`src/hw/rtl/gesa_pkg.sv`:
```
// ----------------------------------------------------------------------------
// gesa_pkg: shared definitions for the graded event spectrum accumulator
// Field widths, request/grade/register codes, word and command types, and
// the grade selection function used by the front end.
// ----------------------------------------------------------------------------
`default_nettype none

package gesa_pkg;

    // Field widths
    localparam int HEIGHT_W  = 20;
    localparam int WIDTH_W   = 16;
    localparam int GRADE_W   = 3;
    localparam int REQ_W     = 2;
    localparam int RANK_W    = 4;
    localparam int WEIGHT_W  = 4;
    localparam int SEL_W     = 11;
    localparam int HIT_W     = 11;
    localparam int COUNT_W   = 32;
    localparam int CFG_IDX_W = 3;
    localparam int CFG_DAT_W = 20;

    // Default histogram size (regular bins, without underflow/overflow)
    localparam int NUM_BINS_DEF = 1024;

    // Quotient bits retired per divider cycle
    localparam int DIV_BITS = 4;

    // Command queue depth between front and back
    localparam int CMD_FIFO_DEPTH = 2;

    // Request codes
    localparam logic [REQ_W-1:0] REQ_EVENT = 2'd0;
    localparam logic [REQ_W-1:0] REQ_PEAK  = 2'd1;
    localparam logic [REQ_W-1:0] REQ_READ  = 2'd2;

    // Grade mode codes
    localparam logic [GRADE_W-1:0] GRADE_GOOD     = 3'd0;
    localparam logic [GRADE_W-1:0] GRADE_SINGLE   = 3'd1;
    localparam logic [GRADE_W-1:0] GRADE_DOUBLE   = 3'd2;
    localparam logic [GRADE_W-1:0] GRADE_EXTENDED = 3'd3;

    // Configuration register indexes
    localparam logic [CFG_IDX_W-1:0] CFG_HEIGHT_MIN = 3'd0;
    localparam logic [CFG_IDX_W-1:0] CFG_HEIGHT_MAX = 3'd1;
    localparam logic [CFG_IDX_W-1:0] CFG_GRADE_MODE = 3'd2;
    localparam logic [CFG_IDX_W-1:0] CFG_BIN_ORIGIN = 3'd3;
    localparam logic [CFG_IDX_W-1:0] CFG_BIN_WIDTH  = 3'd4;

    // Input word
    typedef struct packed {
        logic [REQ_W-1:0]    req_type;
        logic [HEIGHT_W-1:0] pulse_height;
        logic [RANK_W-1:0]   event_rank;
        logic [WEIGHT_W-1:0] pixel_weight;
        logic [HEIGHT_W-1:0] range_lo;
        logic [HEIGHT_W-1:0] range_hi;
        logic [SEL_W-1:0]    bin_select;
    } t_in_word;

    // Result word
    typedef struct packed {
        logic                accepted;
        logic [HIT_W-1:0]    bin_hit;
        logic [HEIGHT_W-1:0] peak_position;
        logic [COUNT_W-1:0]  count_value;
    } t_out_word;

    // Configuration register set
    typedef struct packed {
        logic [HEIGHT_W-1:0] height_min;
        logic [HEIGHT_W-1:0] height_max;
        logic [GRADE_W-1:0]  grade_mode;
        logic [HEIGHT_W-1:0] bin_origin;
        logic [WIDTH_W-1:0]  bin_width;
    } t_cfg;

    // Classified command kinds
    typedef enum logic [1:0] {
        KIND_DIRECT,    // result known up front, no store access
        KIND_HIT,       // accepted event, bump its bin
        KIND_PEAK,      // peak search over a non-empty range
        KIND_READ       // read one bin inside the store
    } t_cmd_kind;

    // Command passed from front to back
    typedef struct packed {
        t_cmd_kind           kind;
        logic [HEIGHT_W-1:0] a;     // height, range low, or direct position
        logic [HEIGHT_W-1:0] b;     // range high
        logic [SEL_W-1:0]    sel;   // bin to read
    } t_cmd;

    // Grade selection
    function automatic logic grade_ok(
        input logic [GRADE_W-1:0]  mode,
        input logic [RANK_W-1:0]   rank,
        input logic [WEIGHT_W-1:0] weight
    );
        logic ok;
        case (mode)
            GRADE_GOOD:     ok = (rank <= RANK_W'(1));
            GRADE_SINGLE:   ok = (rank == RANK_W'(0));
            GRADE_DOUBLE:   ok = (rank == RANK_W'(1)) && (weight == WEIGHT_W'(2));
            GRADE_EXTENDED: ok = (rank == RANK_W'(1)) && (weight >= WEIGHT_W'(3));
            default:        ok = 1'b0;
        endcase
        return ok;
    endfunction

endpackage

`default_nettype wire

```
`src/hw/rtl/gesa_front.sv`:
```
// ----------------------------------------------------------------------------
// gesa_front: input acceptance and request classification
// Checks the height window and grade of events, the order of peak ranges
// and the reach of bin reads, and pushes one command per input word.
// ----------------------------------------------------------------------------
`default_nettype none

module gesa_front #(
    parameter int NUM_BINS = gesa_pkg::NUM_BINS_DEF
) (
    input  wire logic              i_in_valid,
    input  wire gesa_pkg::t_in_word i_in_word,
    output logic                   o_in_ready,
    input  wire gesa_pkg::t_cfg    i_cfg,
    input  wire logic              i_fifo_full,
    input  wire logic              i_clearing,
    output logic                   o_push,
    output gesa_pkg::t_cmd         o_cmd
);
    import gesa_pkg::*;

    localparam int DEPTH = NUM_BINS + 2;

    logic c_in_window;
    logic c_grade;
    logic c_sel_ok;

    // Take a word whenever the queue has room and the store is ready
    assign o_in_ready = !i_fifo_full && !i_clearing;
    assign o_push     = i_in_valid && o_in_ready;

    assign c_in_window = (i_in_word.pulse_height >= i_cfg.height_min) &&
                         (i_in_word.pulse_height <= i_cfg.height_max);
    assign c_grade     = grade_ok(i_cfg.grade_mode, i_in_word.event_rank,
                                  i_in_word.pixel_weight);
    assign c_sel_ok    = (32'(i_in_word.bin_select) < 32'(DEPTH));

    // Classify the request
    always_comb begin
        o_cmd.kind = KIND_DIRECT;
        o_cmd.a    = '0;
        o_cmd.b    = i_in_word.range_hi;
        o_cmd.sel  = i_in_word.bin_select;
        case (i_in_word.req_type)
            REQ_EVENT: begin
                if (c_in_window && c_grade) begin
                    o_cmd.kind = KIND_HIT;
                    o_cmd.a    = i_in_word.pulse_height;
                end
            end
            REQ_PEAK: begin
                // reversed range answers with range_lo and no count
                o_cmd.a = i_in_word.range_lo;
                if (i_in_word.range_lo <= i_in_word.range_hi) begin
                    o_cmd.kind = KIND_PEAK;
                end
            end
            REQ_READ: begin
                if (c_sel_ok) begin
                    o_cmd.kind = KIND_READ;
                end
            end
            default: begin
                o_cmd.kind = KIND_DIRECT;
            end
        endcase
    end

endmodule

`default_nettype wire

```
`config.mk`:
```
export PLATFORM = sky130hd
export DESIGN_NAME = gesa_front
export DESIGN_NICKNAME = d
export VERILOG_FILES = /design/src/hw/rtl/gesa_pkg.sv /design/src/hw/rtl/gesa_front.sv
export SDC_FILE = /design/constraint.sdc
export NUM_CORES = 1
export LEC_CHECK = 0
export BUFFER_PORTS_ARGS = -buffer_cell sky130_fd_sc_hd__buf_2
export CORE_MARGIN = 2
export CORE_UTILIZATION = 25
export DETAILED_ROUTE_END_ITERATION = 12
export PLACE_DENSITY_LB_ADDON = 0.08
export SETUP_SLACK_MARGIN = 0.3
export SLEW_MARGIN = 5
export SYNTH_ARGS = -nofsm -noshare
export SYNTH_HDL_FRONTEND = slang
export SYNTH_SLANG_ARGS = --single-unit
```
`constraint.sdc`:
```
create_clock -name vclk -period 2.3
set_clock_uncertainty 0.05 [all_clocks]
set_input_delay 0.23 -clock vclk [all_inputs]
set_output_delay 0.23 -clock vclk [all_outputs]
set_load 0.005 [all_outputs]
```
==> out/qor.txt <==
outcome -> finished, violations left
failing checks -> setup timing
Finish-stage setup viols -> 21
die footprint -> 9043 sq um
cts hold-fix bufs -> 0
CP Capture Type -> output port
final setup margin -> -0.2153 ns
initial core utilization -> 25.50%
initial antenna violation count -> 1
gpl congestion -> 0.7741
Seq cells -> 0
fill cell total of the finished layout -> 875
total gr overflow -> 0
CP bufs+invs -> 4
nets@finish -> 677
met3 WL post-DR -> 438 microns
Die W -> 95.10 microns
CP top delay family -> simple AND/OR/NAND/NOR gates
WP data arrival -> 2.24 ns
Post-Synthesis Cells -> 279
leakage -> 2.113 nW
number of port buffers -> 180
post-DR wirelength/cell -> 13.37 microns
Hold Path Depth -> 0
post-synth design cell area -> 2074 sq um
io pins -> 218
Routed Antenna Nets -> 0
DR pass1 iterations -> 4
CP Launch Type -> input pin
hold endpoint -> o_cmd[0]
# clk buffers -> 0
highest metal used -> met4
PnR Total Power -> 0.5742 mW
vias in the first global route -> 2,416
first-pass GRT wire length -> 10,890 microns
vias -> 2,540
max_slew headroom -> 66.03%
DRC errors left -> 0
Core Box Area -> 8134 sq um
Avg Cell Area, Syn -> 7.435 sq um
GRT Total Usage -> 15.12%
clock period minus worst slack -> 2.515 ns
synth unique cells -> 41
DP Wirelength -> 6498 microns
most used cell along the critical path -> buf_6
Metal-1 WL -> 3193 microns
area of the multi-input gates -> 1917 sq um
f_max -> 397.6 MHz
Setup CP Type -> input pin to output port
initial DRC count -> 25
RSZ-0062 raised after global routing -> yes
worst-path cell chain -> buf_6 > or4b_1 > o22ai_1 > a21oi_1 > or4_4 > a211oi_4 > buf_6 > clkbuf_16 > a22o_1 > buf_2
Worst path slowest cell -> or4b_1
met2 wire len -> 3773 microns
PD cells -> 159.0 nW/um^2
Post-Place Cells -> 550
fraction of layout cells with a size suffix above 1 -> 57.30%
Syn Nets -> 502
Final period util -> 109.4%
max cap viols -> 0
Die Y -> 95.10 microns
Total Wirelength -> 7460 microns
Final Hold Vio Count -> 0
hold path startpoint -> i_in_word[0]
Seq/Total Area, Yosys -> 0%
area grow syn2layout -> 74.06%
post-place setup slack -> -0.2606 ns
Worst Tran Pin Value -> 0.5030 ns
worst vdd ir -> 49.94 uV
FF/Latch Area -> 0 sq um
Finished Layout Cells -> 558
setup tns final -> -3.862 ns
CP Max Fanout -> 5
largest net degree at the start of global routing -> 22
worst hold path class -> input pin to output port
max-slew violation count -> 0
Via density -> 4.552
crit-path max cell delay -> 0.51 ns
Core Rows -> 33
Worst EP required -> 2.02 ns
Ys Warns -> 0
layout make-up:
cell class	instances	area share, %
multi-input cells	184	53.08
repair buffers	208	36.90
inverters	60	6.306
well taps	105	3.638
diodes	1	0.06930
what timing repair did:
action,CTS,global route
gates resized for setup,49,33
cloned,2,1
buffers inserted,2,2
pin swaps,6,12
setup endpoints to repair,22,22
cell usage after synthesis, drive strengths merged, types with 4 or more instances:
cell / count / area [sq um]
nand4: 10 / 62.56
nand3: 6 / 30.03
o21ai: 4 / 20.02
buf: 33 / 255.2
nand2: 11 / 41.29
a21o: 14 / 106.4
a21oi: 18 / 90.09
nor2b: 4 / 25.02
nor2: 7 / 26.28
a22o: 20 / 197.7
ha: 60 / 750.7
inv: 60 / 225.2
layout by cell type, fill, tap and decap left out, types with 3 or more instances in the layout:
cell     instances
a22o_2           5
nand4_1         10
o21a_1           3
a21oi_1         11
buf_2          157
a22o_4          13
nor2_1           7
a21oi_2          7
nand2_1         11
nand3_1          6
buf_4           23
a21o_1          13
nor2b_1          4
o21ai_1          3
ha_1            50
inv_1           57
ha_4            10
buf_6           23
worst max-delay path by stage:
stage / slack [ns] / to / start / cells after the start
2_1_floorplan: 0.12 / o_cmd[48] / i_in_word[53] / 7
3_3_place_gp: -0.25 / o_cmd[33] / i_in_word[76] / 10
3_5_place_dp: -0.26 / o_cmd[50] / i_in_word[59] / 11
4_1_cts: -0.20 / o_cmd[33] / i_in_word[53] / 10
5_1_grt: -0.28 / o_cmd[33] / i_in_word[53] / 10
6_report: -0.22 / o_cmd[48] / i_in_word[53] / 10
per-stage QoR:
stage                     hold slack, ns  utilization, %  area (sq um)
after floorplan                   0.4416               -          2074
after global placement            0.4101           37.06          3014
after detailed placement          0.4101           37.06          3014
after CTS                         0.4101           41.47          3373
after global routing              0.4100           44.39          3611
final                             0.4100           44.39          3611
report_power, final:
group / total [mW] / internal [mW] / switching (mW)
registers: 0 / 0 / 0
logic: 0.574 / 0.317 / 0.257
clock network: 0.0000000582 / 0.0000000582 / 0
total: 0.574 / 0.317 / 0.257
cell families after synthesis:
logic type | Yosys count | synth area share (%)
buffers and inverters | 95 | 23.52
adders and majority gates | 60 | 36.19
AOI/OAI and AO/OA | 73 | 26.78
and+or+nand+nor | 50 | 13.03
muxes | 1 | 0.4825
per-layer routing:
| metal | vias up | track usage [%] |
|---|---|---|
| li1 | 1320 | - |
| met1 | 1121 | 19.33 |
| met2 | 95 | 28.76 |
| met3 | 4 | 1.107 |
| met4 | 0 | 0.8454 |
| met5 | - | 0 |
Note: power is estimated with default switching activity, not from simulation.
