**src/hw/rtl/gesa_pkg.sv**
```systemverilog
// ----------------------------------------------------------------------------
// gesa_pkg: shared definitions for the graded event spectrum accumulator
// Field widths, request/grade/register codes, word and command types, and
// the grade selection function used by the front end.
// ----------------------------------------------------------------------------
`default_nettype none

package gesa_pkg;

    // Field widths
    localparam int HEIGHT_W  = 20;
    localparam int WIDTH_W   = 16;
    localparam int GRADE_W   = 3;
    localparam int REQ_W     = 2;
    localparam int RANK_W    = 4;
    localparam int WEIGHT_W  = 4;
    localparam int SEL_W     = 11;
    localparam int HIT_W     = 11;
    localparam int COUNT_W   = 32;
    localparam int CFG_IDX_W = 3;
    localparam int CFG_DAT_W = 20;

    // Default histogram size (regular bins, without underflow/overflow)
    localparam int NUM_BINS_DEF = 1024;

    // Quotient bits retired per divider cycle
    localparam int DIV_BITS = 4;

    // Command queue depth between front and back
    localparam int CMD_FIFO_DEPTH = 2;

    // Request codes
    localparam logic [REQ_W-1:0] REQ_EVENT = 2'd0;
    localparam logic [REQ_W-1:0] REQ_PEAK  = 2'd1;
    localparam logic [REQ_W-1:0] REQ_READ  = 2'd2;

    // Grade mode codes
    localparam logic [GRADE_W-1:0] GRADE_GOOD     = 3'd0;
    localparam logic [GRADE_W-1:0] GRADE_SINGLE   = 3'd1;
    localparam logic [GRADE_W-1:0] GRADE_DOUBLE   = 3'd2;
    localparam logic [GRADE_W-1:0] GRADE_EXTENDED = 3'd3;

    // Configuration register indexes
    localparam logic [CFG_IDX_W-1:0] CFG_HEIGHT_MIN = 3'd0;
    localparam logic [CFG_IDX_W-1:0] CFG_HEIGHT_MAX = 3'd1;
    localparam logic [CFG_IDX_W-1:0] CFG_GRADE_MODE = 3'd2;
    localparam logic [CFG_IDX_W-1:0] CFG_BIN_ORIGIN = 3'd3;
    localparam logic [CFG_IDX_W-1:0] CFG_BIN_WIDTH  = 3'd4;

    // Input word
    typedef struct packed {
        logic [REQ_W-1:0]    req_type;
        logic [HEIGHT_W-1:0] pulse_height;
        logic [RANK_W-1:0]   event_rank;
        logic [WEIGHT_W-1:0] pixel_weight;
        logic [HEIGHT_W-1:0] range_lo;
        logic [HEIGHT_W-1:0] range_hi;
        logic [SEL_W-1:0]    bin_select;
    } t_in_word;

    // Result word
    typedef struct packed {
        logic                accepted;
        logic [HIT_W-1:0]    bin_hit;
        logic [HEIGHT_W-1:0] peak_position;
        logic [COUNT_W-1:0]  count_value;
    } t_out_word;

    // Configuration register set
    typedef struct packed {
        logic [HEIGHT_W-1:0] height_min;
        logic [HEIGHT_W-1:0] height_max;
        logic [GRADE_W-1:0]  grade_mode;
        logic [HEIGHT_W-1:0] bin_origin;
        logic [WIDTH_W-1:0]  bin_width;
    } t_cfg;

    // Classified command kinds
    typedef enum logic [1:0] {
        KIND_DIRECT,    // result known up front, no store access
        KIND_HIT,       // accepted event, bump its bin
        KIND_PEAK,      // peak search over a non-empty range
        KIND_READ       // read one bin inside the store
    } t_cmd_kind;

    // Command passed from front to back
    typedef struct packed {
        t_cmd_kind           kind;
        logic [HEIGHT_W-1:0] a;     // height, range low, or direct position
        logic [HEIGHT_W-1:0] b;     // range high
        logic [SEL_W-1:0]    sel;   // bin to read
    } t_cmd;

    // Grade selection
    function automatic logic grade_ok(
        input logic [GRADE_W-1:0]  mode,
        input logic [RANK_W-1:0]   rank,
        input logic [WEIGHT_W-1:0] weight
    );
        logic ok;
        case (mode)
            GRADE_GOOD:     ok = (rank <= RANK_W'(1));
            GRADE_SINGLE:   ok = (rank == RANK_W'(0));
            GRADE_DOUBLE:   ok = (rank == RANK_W'(1)) && (weight == WEIGHT_W'(2));
            GRADE_EXTENDED: ok = (rank == RANK_W'(1)) && (weight >= WEIGHT_W'(3));
            default:        ok = 1'b0;
        endcase
        return ok;
    endfunction

endpackage

`default_nettype wire

```
**src/hw/rtl/gesa_cmd_fifo.sv**
```systemverilog
// ----------------------------------------------------------------------------
// gesa_cmd_fifo: short command queue between front and back
// Lets the front take new words while the back is busy with the store.
// ----------------------------------------------------------------------------
`default_nettype none

module gesa_cmd_fifo (
    input  wire logic           i_clk,
    input  wire logic           i_rst_n,
    input  wire logic           i_push,
    input  wire gesa_pkg::t_cmd i_cmd,
    input  wire logic           i_pop,
    output gesa_pkg::t_cmd      o_cmd,
    output logic                o_valid,
    output logic                o_full
);
    import gesa_pkg::*;

    localparam int PTR_W = (CMD_FIFO_DEPTH > 1) ? $clog2(CMD_FIFO_DEPTH) : 1;
    localparam int CNT_W = $clog2(CMD_FIFO_DEPTH + 1);

    t_cmd             r_slot [CMD_FIFO_DEPTH];
    logic [PTR_W-1:0] r_wr_ptr;
    logic [PTR_W-1:0] r_rd_ptr;
    logic [CNT_W-1:0] r_count;

    assign o_valid = (r_count != '0);
    assign o_full  = (r_count == CNT_W'(CMD_FIFO_DEPTH));
    assign o_cmd   = r_slot[r_rd_ptr];

    // Storage
    always_ff @(posedge i_clk) begin
        if (i_push) begin
            r_slot[r_wr_ptr] <= i_cmd;
        end
    end

    // Pointers and fill count
    always_ff @(posedge i_clk) begin
        if (!i_rst_n) begin
            r_wr_ptr <= '0;
            r_rd_ptr <= '0;
            r_count  <= '0;
        end else begin
            if (i_push) begin
                r_wr_ptr <= (r_wr_ptr == PTR_W'(CMD_FIFO_DEPTH - 1)) ? '0 : r_wr_ptr + 1'b1;
            end
            if (i_pop) begin
                r_rd_ptr <= (r_rd_ptr == PTR_W'(CMD_FIFO_DEPTH - 1)) ? '0 : r_rd_ptr + 1'b1;
            end
            if (i_push && !i_pop) begin
                r_count <= r_count + 1'b1;
            end else if (!i_push && i_pop) begin
                r_count <= r_count - 1'b1;
            end
        end
    end

endmodule

`default_nettype wire

```
**config.mk**
```make
export PLATFORM = sky130hd
export DESIGN_NAME = gesa_cmd_fifo
export DESIGN_NICKNAME = d
export VERILOG_FILES = /design/src/hw/rtl/gesa_pkg.sv /design/src/hw/rtl/gesa_cmd_fifo.sv
export SDC_FILE = /design/constraint.sdc
export NUM_CORES = 1
export LEC_CHECK = 0
export ABC_AREA = 0
export BUFFER_PORTS_ARGS = -buffer_cell sky130_fd_sc_hd__buf_2
export CAP_MARGIN = 40
export CELL_PAD_IN_SITES_DETAIL_PLACEMENT = 1
export CELL_PAD_IN_SITES_GLOBAL_PLACEMENT = 1
export CORE_AREA = 5 5 102 104
export CTS_BUF_LIST = sky130_fd_sc_hd__clkbuf_8
export DETAILED_ROUTE_END_ITERATION = 10
export DIE_AREA = 0 0 107 109
export GPL_TIMING_DRIVEN = 0
export PLACE_DENSITY_LB_ADDON = 0.1
export SYNTH_ARGS = -nofsm -noshare
export SYNTH_HDL_FRONTEND = slang
export SYNTH_SLANG_ARGS = --single-unit
export TNS_END_PERCENT = 5
```
**constraint.sdc**
```tcl
create_clock -name i_clk -period 4.5 [get_ports i_clk]
set_input_delay 0.675 -clock i_clk [delete_from_list [all_inputs] [get_ports i_clk]]
set_output_delay 0.675 -clock i_clk [all_outputs]
set_load 0.005 [all_outputs]
```
==> flow_metrics.env, run 1 <==
export IMPL_critPathSlowestCell="mux2_2"
export IMPL_p_leak_nw=1.91
export IMPL_critPathLaunchType="register"
export IMPL_power_density_nw_per_um2=385
export IMPL_hold_viol=0
export IMPL_synth_top_cell_area_share_pct=78.3
export IMPL_cts_tree="yes"
export IMPL_grt_pass1_wl_um=12000
export IMPL_tightest_slew_ns=0.541
export IMPL_core_area_um2=9460
export IMPL_cts_root_buffer="clkbuf_8"
export IMPL_yosysTopAreaCell="edfxtp_1"
export IMPL_dr_wl_met3_um=386
export IMPL_worst_hold_path_num_cells=1
export IMPL_cp_data_required_time_ns=3.83
export IMPL_seq_area_um2=3280
export IMPL_slew_viol_final=0
export IMPL_fin_skew_ns=0.0120
export IMPL_finalNonFillerCells=432
export IMPL_multiInputGateArea_um2=723
export IMPL_final_common_cell="buf_2"
export IMPL_antenna_found_initial=0
export IMPL_top_layer_used="met4"
export IMPL_io_buffer_count=111
export IMPL_synth_warnings=0
export IMPL_drv_cap=0
export IMPL_critical_path_arrival_ns=1.61
export IMPL_die_area_um2=11700
export IMPL_wirelength_um=7690
export IMPL_avgSynthCellArea_um2=21.7
export IMPL_die_y_um=109
export IMPL_grt_overflow=0
export IMPL_row_count=36
export IMPL_path_clk_slew_ns=0.10
export IMPL_syn_inst=187
export IMPL_first_pass_iters=4
export IMPL_period_share_pct=50.8
export IMPL_synth_area_top_cells="edfxtp_1 78%, mux2_2 15%, dfxtp_1 2.5%, buf_6 1.4%, and2_1 0.62%"
export IMPL_wl_met1_um=2930
export IMPL_slew_headroom_pct=63.9
export IMPL_area_delta_synth_final_pct=23.8
export IMPL_io_pins=112
export IMPL_hold_buffers=0
export IMPL_initial_core_util_pct=42.9
export IMPL_place_hpwl_um=5390
export IMPL_dieWidth_um=107
export IMPL_cts_buffers_inserted=9
export IMPL_ir_drop_mv=0.162
export IMPL_max_freq_mhz=438
export IMPL_synthArstFlopShare_pct=0
export IMPL_wl_met2_um=4200
export IMPL_path_max_fanout=10
export IMPL_drive_gt1_share_pct=59.7
export IMPL_cts_setup_buffers=0
export IMPL_synth_ff_type="edfxtp_1"
export IMPL_gp_congestion=0.669
export IMPL_cts_resized=0
export IMPL_path_cells="buf_2 -> buf_6 -> mux2_2 -> buf_2"
export IMPL_finish_utilization_pct=53.2
export IMPL_clk_latency_ns=0.36
export IMPL_setup_violations=0
export IMPL_fin_crit_ns=2.28
export IMPL_finalPower_mw=1.94
export IMPL_syn_area_um2=4060
export IMPL_routedWlPerCell_um=17.8
export IMPL_path_common_cell="buf_2"
export IMPL_end_kind="primary output"
export IMPL_ys_seq_area_share_pct=80.8
export IMPL_status="complete, no violations"
export IMPL_ys_ff_latch=111
export IMPL_grt_total_usage_pct=14.0
export IMPL_grt_max_degree=26
export IMPL_dpl_instance_area_um2=4870
export IMPL_rsz0062_at_grt="false"
export IMPL_drt_initial_drc_count=77
export IMPL_synth_enable_flop_cells=106
export IMPL_vias_per_cell=4.89
export IMPL_worst_r2r_cell_count=2
export IMPL_crit_type="reg -> out"
export IMPL_grt_pass1_vias=2380
export IMPL_dpl_cell_count=416
export IMPL_num_vias=2111
export IMPL_ant_nets=0
export IMPL_cts_buffer_depth=2
export IMPL_synth_cell_types=17
export IMPL_antenna_cells=0
export IMPL_htree_levels=3
export IMPL_syn_nets=245
export IMPL_numClockSinks=111
export IMPL_drc=0
export IMPL_finalInstanceArea_um2=5030
export IMPL_hold_path_class="in -> reg"
export IMPL_fillers=923
export IMPL_final_nets=371
export IMPL_final_cell_mix="112 x buf_2, 106 x edfxtp_1, 53 x mux2_2, 9 x clkbuf_8"
export IMPL_max_stage_delay_ns=0.35
## layout make-up
class,instances,area share [%]
timing repair buffer,115,13.1
multi-input combinational,69,14.4
inverter,1,0.0746
clock buffer,9,2.46
sequential,111,65.3
tap,114,2.84
buffer,6,1.22
clock inverter,7,0.647
## registers in the layout (all words and copies together) (netlist names), named ones only
name,count
r_slot,106
r_wr_ptr,1
r_rd_ptr,1
r_count,2
## where the power goes
part           total, mW  internal, mW  switching (mW)
combinational      0.234         0.128           0.106
sequential          1.20          1.19          0.0138
clock              0.499         0.192           0.307
## synth_stat cells (2+ instances only)
cell type	n
dfxtp_1	5
buf_6	5
mux2_2	53
xor2_1	2
edfxtp_1	106
and2_1	4
nor2b_1	2
## cell families after synthesis
| group | synth area share [%] |
|---|---|
| AOI/OAI and AO/OA | 0.493 |
| xor gates and xnor gates | 0.647 |
| adders and majority gates | 0.308 |
| buffers and inverters | 1.60 |
| DFF | 80.8 |
| muxes | 14.7 |
| and+or+nand+nor | 1.45 |
## stage by stage
stage               setup WS (ns)  hold WS, ns  TNS [ns]
CTS                          2.16        0.463         0
global placement           -0.742        0.494    -39.91
finish                       2.22        0.490         0
detailed placement           2.58        0.569         0
floorplan                   0.978        0.461         0
global route                 2.10        0.461         0
## worst paths after layout
kind | from | to | slack [ns]
worst max register to register | r_wr_ptr | r_slot[1][19] | 3.12
worst min register to register | r_count[1] | r_count[1] | 0.56
worst max-delay path | register | o_cmd[44] | 2.22
worst min-delay path | i_cmd[12] | r_slot[1][12] | 0.49
## layer usage
layer  up-vias  GRT usage (%)
met1      1051           15.4
li1        984              -
met5         -              0
met3        14           3.08
met2        62           25.6
met4         0           7.21
## critical path: cells and delay by family, from the launching register on
kind	cells	cell delay, ns
DFF	1	0.31
buffers and inverters	3	0.58
muxes	1	0.35
Power figures use the tool's default switching activity.
==> run 2, diff against run 1 <==
--- a/config.mk
+++ b/config.mk
@@ -5,15 +5,15 @@
 export SDC_FILE = /design/constraint.sdc
 export NUM_CORES = 1
 export LEC_CHECK = 0
-export ABC_AREA = 0
+export ABC_AREA = 1
 export BUFFER_PORTS_ARGS = -buffer_cell sky130_fd_sc_hd__buf_2
 export CAP_MARGIN = 40
 export CELL_PAD_IN_SITES_DETAIL_PLACEMENT = 1
 export CELL_PAD_IN_SITES_GLOBAL_PLACEMENT = 1
-export CORE_AREA = 5 5 102 104
+export CORE_AREA = 5 5 104 106
 export CTS_BUF_LIST = sky130_fd_sc_hd__clkbuf_8
 export DETAILED_ROUTE_END_ITERATION = 10
-export DIE_AREA = 0 0 107 109
+export DIE_AREA = 0 0 109 111
 export GPL_TIMING_DRIVEN = 0
 export PLACE_DENSITY_LB_ADDON = 0.1
 export SYNTH_ARGS = -nofsm -noshare
==> constraint.sdc (replaced) <==
create_clock -name i_clk -period 2.3 [get_ports i_clk]
set_input_delay 0.345 -clock i_clk [delete_from_list [all_inputs] [get_ports i_clk]]
set_output_delay 0.345 -clock i_clk [all_outputs]
set_load 0.005 [all_outputs]
==> run 2 against run 1 <==
  * Combinational power rose by 110%
  * Largest cell class unchanged
  * Non-clock buffer count decreased by 1
  * Sequential power is 97% higher
  * Critical endpoint is now o_cmd[52]
  * Synthesized area increased by 6.0%
  * First-iteration DRC count is 44% lower
==> flow_metrics.env, run 2 <==
export IMPL_status="complete, no violations"
export IMPL_largest_register_ffs=106
export IMPL_cts_setup_buffers=0
export IMPL_regMostFlops="r_slot"
export IMPL_ant_nets=0
export IMPL_antenna_cells=0
export IMPL_synth_top_cell_area_share_pct=73.9
export IMPL_r2r_setup_slack_ns=0.69
export IMPL_p_leak_nw=2.13
export IMPL_finalNonFillerCells=463
export IMPL_syn_inst=200
export IMPL_rsz0062_at_grt="false"
export IMPL_worst_r2r_endpoint="r_slot[1][16]"
export IMPL_die_y_um=111
export IMPL_period_share_pct=79.0
export IMPL_synth_enable_flop_cells=106
export IMPL_cts_resized=0
export IMPL_io_pins=112
export IMPL_drv_cap=0
export IMPL_routedWlPerCell_um=16.7
export IMPL_row_count=36
export IMPL_setup_violations=0
export IMPL_drt_initial_drc_count=43
export IMPL_hold_ws_ns=0.164
export IMPL_synth_area_top_cells="edfxtp_1 74%, mux2_4 17%, buf_12 2.3%, dfxtp_1 2.3%, nand2_1 0.78%"
export IMPL_hold_path_class="in -> reg"
export IMPL_synth_ff_type="edfxtp_1"
export IMPL_area_delta_synth_final_pct=22.7
export IMPL_avgSynthCellArea_um2=21.5
export IMPL_worst_slack_ns=0.482
export IMPL_grt_pass1_wl_um=12000
export IMPL_place_ws_ns=0.618
export IMPL_largestRegisters="r_slot (106), r_count (2)"
export IMPL_power_density_nw_per_um2=734
export IMPL_hold_viol=0
export IMPL_yosysTopAreaCell="edfxtp_1"
export IMPL_crit_type="reg -> out"
export IMPL_grt_overflow=0
export IMPL_worst_r2r_cell_count=3
export IMPL_place_hpwl_um=5570
export IMPL_reg2reg_from="r_wr_ptr"
export IMPL_clk_latency_ns=0.36
export IMPL_fin_skew_ns=0.00882
export IMPL_synth_warnings=0
export IMPL_ir_drop_mv=0.304
export IMPL_synth_cell_types=14
export IMPL_wirelength_um=7750
export IMPL_hold_path_startpoint="i_cmd[25]"
export IMPL_num_vias=2149
export IMPL_yosys_top_cells_count="106 x edfxtp_1, 50 x mux2_4, 9 x nand2_1"
export IMPL_critPathLaunchType="register"
export IMPL_syn_area_um2=4310
export IMPL_max_freq_mhz=550
export IMPL_slew_headroom_pct=58.7
export IMPL_antenna_found_initial=0
export IMPL_path_clk_slew_ns=0.11
export IMPL_die_area_um2=12100
export IMPL_tightest_slew_ns=0.618
export IMPL_io_buffer_count=111
export IMPL_yosysMostFrequentCell="edfxtp_1"
export IMPL_cp_data_required_time_ns=1.96
export IMPL_worst_hold_path_num_cells=1
export IMPL_finish_utilization_pct=54.5
export IMPL_drc=0
export IMPL_syn_nets=258
export IMPL_ys_ff_latch=111
export IMPL_drive_gt1_share_pct=57.3
export IMPL_core_area_um2=9680
export IMPL_numClockSinks=111
export IMPL_vias_per_cell=4.64
export IMPL_dieWidth_um=109
export IMPL_final_nets=383
export IMPL_hold_buffers=0
export IMPL_path_max_fanout=10
export IMPL_final_cell_mix="111 x buf_2, 106 x edfxtp_1, 50 x mux2_4, 9 x nand2_1, 9 x clkbuf_8"
export IMPL_end_kind="primary output"
export IMPL_hold_end="r_slot[0][25]"
export IMPL_grt_max_degree=29
export IMPL_dpl_cell_count=447
export IMPL_htree_levels=3
export IMPL_fin_crit_ns=1.82
export IMPL_synthArstFlopShare_pct=0
export IMPL_cts_buffers_inserted=9
export IMPL_grt_total_usage_pct=13.1
export IMPL_critical_path_arrival_ns=1.47
export IMPL_cts_root_buffer="clkbuf_8"
export IMPL_first_pass_iters=4
export IMPL_grt_pass1_vias=2415
export IMPL_cts_buffer_depth=2
export IMPL_cts_tree="yes"
export IMPL_initial_core_util_pct=44.5
export IMPL_final_common_cell="buf_2"
export IMPL_fillers=918
export IMPL_gp_congestion=0.677
export IMPL_ys_seq_area_share_pct=76.2
export IMPL_slew_viol_final=0
## run 2: layout make-up
type | instances | area (µm²) | area share (%)
Sequential cell | 111 | 3280 | 62.2
Multi-Input combinational cell | 75 | 890 | 16.8
Timing Repair Buffer | 114 | 631 | 11.9
Tap cell | 133 | 166 | 3.15
Clock buffer | 9 | 124 | 2.34
Buffer | 6 | 111 | 2.11
Clock inverter | 7 | 47.5 | 0.900
Inverter | 8 | 30.0 | 0.568
## run 2: power by group
part	internal [mW]	switching (mW)	leakage, nW	total, mW
combinational	0.273	0.210	1.00	0.483
sequential	2.33	0.0286	1.04	2.36
clock	0.395	0.638	0.0886	1.03
## run 2: worst max-delay path, cell delays in order, from the launching register on
cell and delay [ns]:
dfxtp_1 0.33, buf_6 0.18, buf_12 0.16, mux2_4 0.31
buf_2 0.13
## run 2: worst max-delay path by stage
stage | from | to | slack (ns) | cells after the start
final | register | o_cmd[52] | 0.48 | 4
after CTS | register | o_cmd[52] | 0.44 | 4
after global routing | register | o_cmd[52] | 0.41 | 4
after detailed placement | i_push | r_slot[1][12] | 0.62 | 4
after global placement | i_push | r_slot[0][12] | -0.89 | 3
after floorplan | i_push | r_slot[0][0] | 0.14 | 2
## run 2: through the flow
stage | power (mW) | setup TNS, ns | cell area, µm²
finish | 3.88 | 0 | 5280
global route | 4.05 | 0 | 5280
CTS | 3.94 | 0 | 5280
detailed placement | 2.90 | 0 | 5110
global placement | 2.87 | -65.14 | 5030
floorplan | 2.68 | 0 | 4310
## run 2: kinds of logic (layout without fill, tap and decap cells)
group | count (synthesis) | count (layout) | synth area share, %
buffers and inverters | 14 | 144 | 3.28
and+or+nand+nor | 19 | 19 | 1.74
adders and majority gates | 1 | 1 | 0.290
AOI/OAI and AO/OA | 2 | 2 | 0.232
muxes | 53 | 53 | 18.2
DFF | 111 | 111 | 76.2
## run 2: routing by layer
layer	up-vias	global-route usage, %	routed length (µm)
met1	1064	13.8	2960
met2	63	23.9	4170
met5	-	0	0
met4	0	5.05	111
li1	1014	-	-
met3	8	4.02	510
==> run 3, diff against run 2 <==
--- a/config.mk
+++ b/config.mk
@@ -5,15 +5,15 @@
 export SDC_FILE = /design/constraint.sdc
 export NUM_CORES = 1
 export LEC_CHECK = 0
-export ABC_AREA = 1
+export ABC_AREA = 0
 export BUFFER_PORTS_ARGS = -buffer_cell sky130_fd_sc_hd__buf_2
 export CAP_MARGIN = 40
 export CELL_PAD_IN_SITES_DETAIL_PLACEMENT = 1
 export CELL_PAD_IN_SITES_GLOBAL_PLACEMENT = 1
-export CORE_AREA = 5 5 104 106
+export CORE_AREA = 5 5 102 104
 export CTS_BUF_LIST = sky130_fd_sc_hd__clkbuf_8
 export DETAILED_ROUTE_END_ITERATION = 10
-export DIE_AREA = 0 0 109 111
+export DIE_AREA = 0 0 107 109
 export GPL_TIMING_DRIVEN = 0
 export PLACE_DENSITY_LB_ADDON = 0.1
 export SYNTH_ARGS = -nofsm -noshare
==> constraint.sdc (replaced) <==
create_clock -name i_clk -period 1.7 [get_ports i_clk]
set_input_delay 0.255 -clock i_clk [delete_from_list [all_inputs] [get_ports i_clk]]
set_output_delay 0.255 -clock i_clk [all_outputs]
set_load 0.005 [all_outputs]
==> run 3 against run 2 <==
  * The flow now finishes with violations (setup timing)
  * Critical path type unchanged
  * Hold slack got worse by 0.081 ns
  * Global-route usage down 0.46 points
  * First-iteration DRC count rose by 19%
  * Register-to-register slack worse by 0.62 ns
  * Non-clock buffer count unchanged
  * Utilization is 1.4 points higher
  * Combinational power up 58%
  * Via count shrank 2.7%
  * Sequential cell count unchanged
  * Largest power group unchanged
==> flow_metrics.env, run 3 (same netlist as run 1, synthesis figures left out) <==
export IMPL_status="finished, violations left"
export IMPL_violations="setup timing"
export IMPL_worst_slack_ns=-0.0164
export IMPL_final_cell_mix="106 x edfxtp_1, 87 x buf_2, 27 x mux2_4, 26 x mux2_2, 24 x buf_6"
export IMPL_cts_buffer_depth=2
export IMPL_cts_buffers_inserted=9
export IMPL_place_hpwl_um=5160
export IMPL_critPathSlowestCell="dfxtp_2"
export IMPL_htree_levels=3
export IMPL_max_stage_delay_ns=0.35
export IMPL_drc=0
export IMPL_multiInputGateArea_um2=826
export IMPL_die_y_um=109
export IMPL_cp_data_required_time_ns=1.44
export IMPL_final_nets=370
export IMPL_area_delta_synth_final_pct=30.4
export IMPL_largest_register_ffs=106
export IMPL_path_common_cell="buf_12"
export IMPL_place_ws_ns=-0.0696
export IMPL_finalPower_mw=5.30
export IMPL_num_vias=2092
export IMPL_hold_viol=0
export IMPL_routedWlPerCell_um=17.5
export IMPL_grt_max_degree=30
export IMPL_hold_path_class="in -> reg"
export IMPL_slew_viol_final=0
export IMPL_critical_path_arrival_ns=1.46
export IMPL_fin_skew_ns=0.0118
export IMPL_path_cells="buf_12 -> buf_12 -> mux2_2 -> buf_2"
export IMPL_final_common_cell="edfxtp_1"
export IMPL_die_area_um2=11700
export IMPL_hold_buffers=0
export IMPL_grt_total_usage_pct=12.7
export IMPL_grt_pass1_wl_um=11100
export IMPL_finish_utilization_pct=56.0
export IMPL_clk_latency_ns=0.35
export IMPL_fin_crit_ns=1.72
export IMPL_power_density_nw_per_um2=1000
export IMPL_wirelength_um=7520
export IMPL_row_count=36
export IMPL_antenna_cells=0
export IMPL_end_kind="primary output"
export IMPL_grt_pass1_vias=2239
export IMPL_io_buffer_count=111
export IMPL_dpl_cell_count=414
export IMPL_tns_ns=-0.155
export IMPL_first_pass_iters=4
export IMPL_path_clk_slew_ns=0.10
export IMPL_vias_per_cell=4.85
export IMPL_fillers=869
export IMPL_io_pins=112
export IMPL_numClockSinks=111
export IMPL_drt_initial_drc_count=51
export IMPL_finalNonFillerCells=431
export IMPL_period_share_pct=101
export IMPL_cpLargestDelayFamily="buffers and inverters"
export IMPL_worst_hold_path_num_cells=1
export IMPL_regMostFlops="r_slot"
export IMPL_core_area_um2=9460
export IMPL_setup_violations=18
export IMPL_ant_nets=0
export IMPL_antenna_found_initial=0
export IMPL_crit_type="reg -> out"
export IMPL_slew_headroom_pct=42.2
export IMPL_path_depth=4
export IMPL_cts_tree="yes"
export IMPL_tightest_slew_ns=0.865
export IMPL_largestRegisters="r_slot (106), r_count (2)"
export IMPL_gp_congestion=0.690
export IMPL_dieWidth_um=107
export IMPL_max_freq_mhz=583
export IMPL_seq_area_um2=3290
export IMPL_cp_num_buf_inv=3
export IMPL_drive_gt1_share_pct=60.9
export IMPL_cts_root_buffer="clkbuf_8"
export IMPL_path_max_fanout=10
export IMPL_ir_drop_mv=0.528
export IMPL_rsz0062_at_grt="true"
export IMPL_initial_core_util_pct=42.9
export IMPL_drv_cap=0
export IMPL_critPathLaunchType="register"
export IMPL_p_leak_nw=2.05
export IMPL_worst_r2r_cell_count=2
export IMPL_grt_overflow=0
run 3: final cells by class:
type                    count  share of cell area, %
plain buffers               6                   2.27
clock buffers               9                   2.34
clock inverters             7                  0.780
inverters                   1                 0.0709
multi-input cells          69                   15.6
flip-flops and latches    111                   62.0
well taps                 114                   2.69
repair buffers            114                   14.2
run 3: stage by stage:
| step | cell area (µm²) | hold slack [ns] |
|---|---|---|
| floorplan | 4070 | 0.354 |
| global placement | 4770 | 0.442 |
| detailed placement | 4810 | 0.447 |
| CTS | 5080 | 0.0568 |
| global route | 5300 | 0.0532 |
| finish | 5300 | 0.0831 |
run 3: worst paths after layout:
path              startpoint            end  slack (ns)
setup / recovery    register       o_cmd[4]       -0.02
hold / removal     i_cmd[42]  r_slot[0][42]        0.08
setup reg to reg    r_wr_ptr  r_slot[0][31]        0.07
hold reg to reg   r_count[1]     r_count[1]        0.52
run 3: timing repair:
| item | 4_1_cts | 5_1_grt |
|---|---|---|
| buffers inserted | 1 | 0 |
| gates resized for setup | 26 | 42 |
| endpoints found under the setup margin | 79 | 78 |
run 3: power by group:
group / total [mW] / switching, mW / internal (mW)
clock: 1.35 / 0.825 / 0.521
sequential: 3.19 / 0.0397 / 3.15
combinational: 0.764 / 0.303 / 0.461
run 3: metal layers:
metal / up-vias / share of wire [%] / GRT usage [%]
li1: 974 / - / -
met1: 1037 / 39 / 14.0
met3: 9 / 6.7 / 3.91
met2: 72 / 53 / 22.6
met5: - / 0 / 0
met4: 0 / 1.5 / 5.48
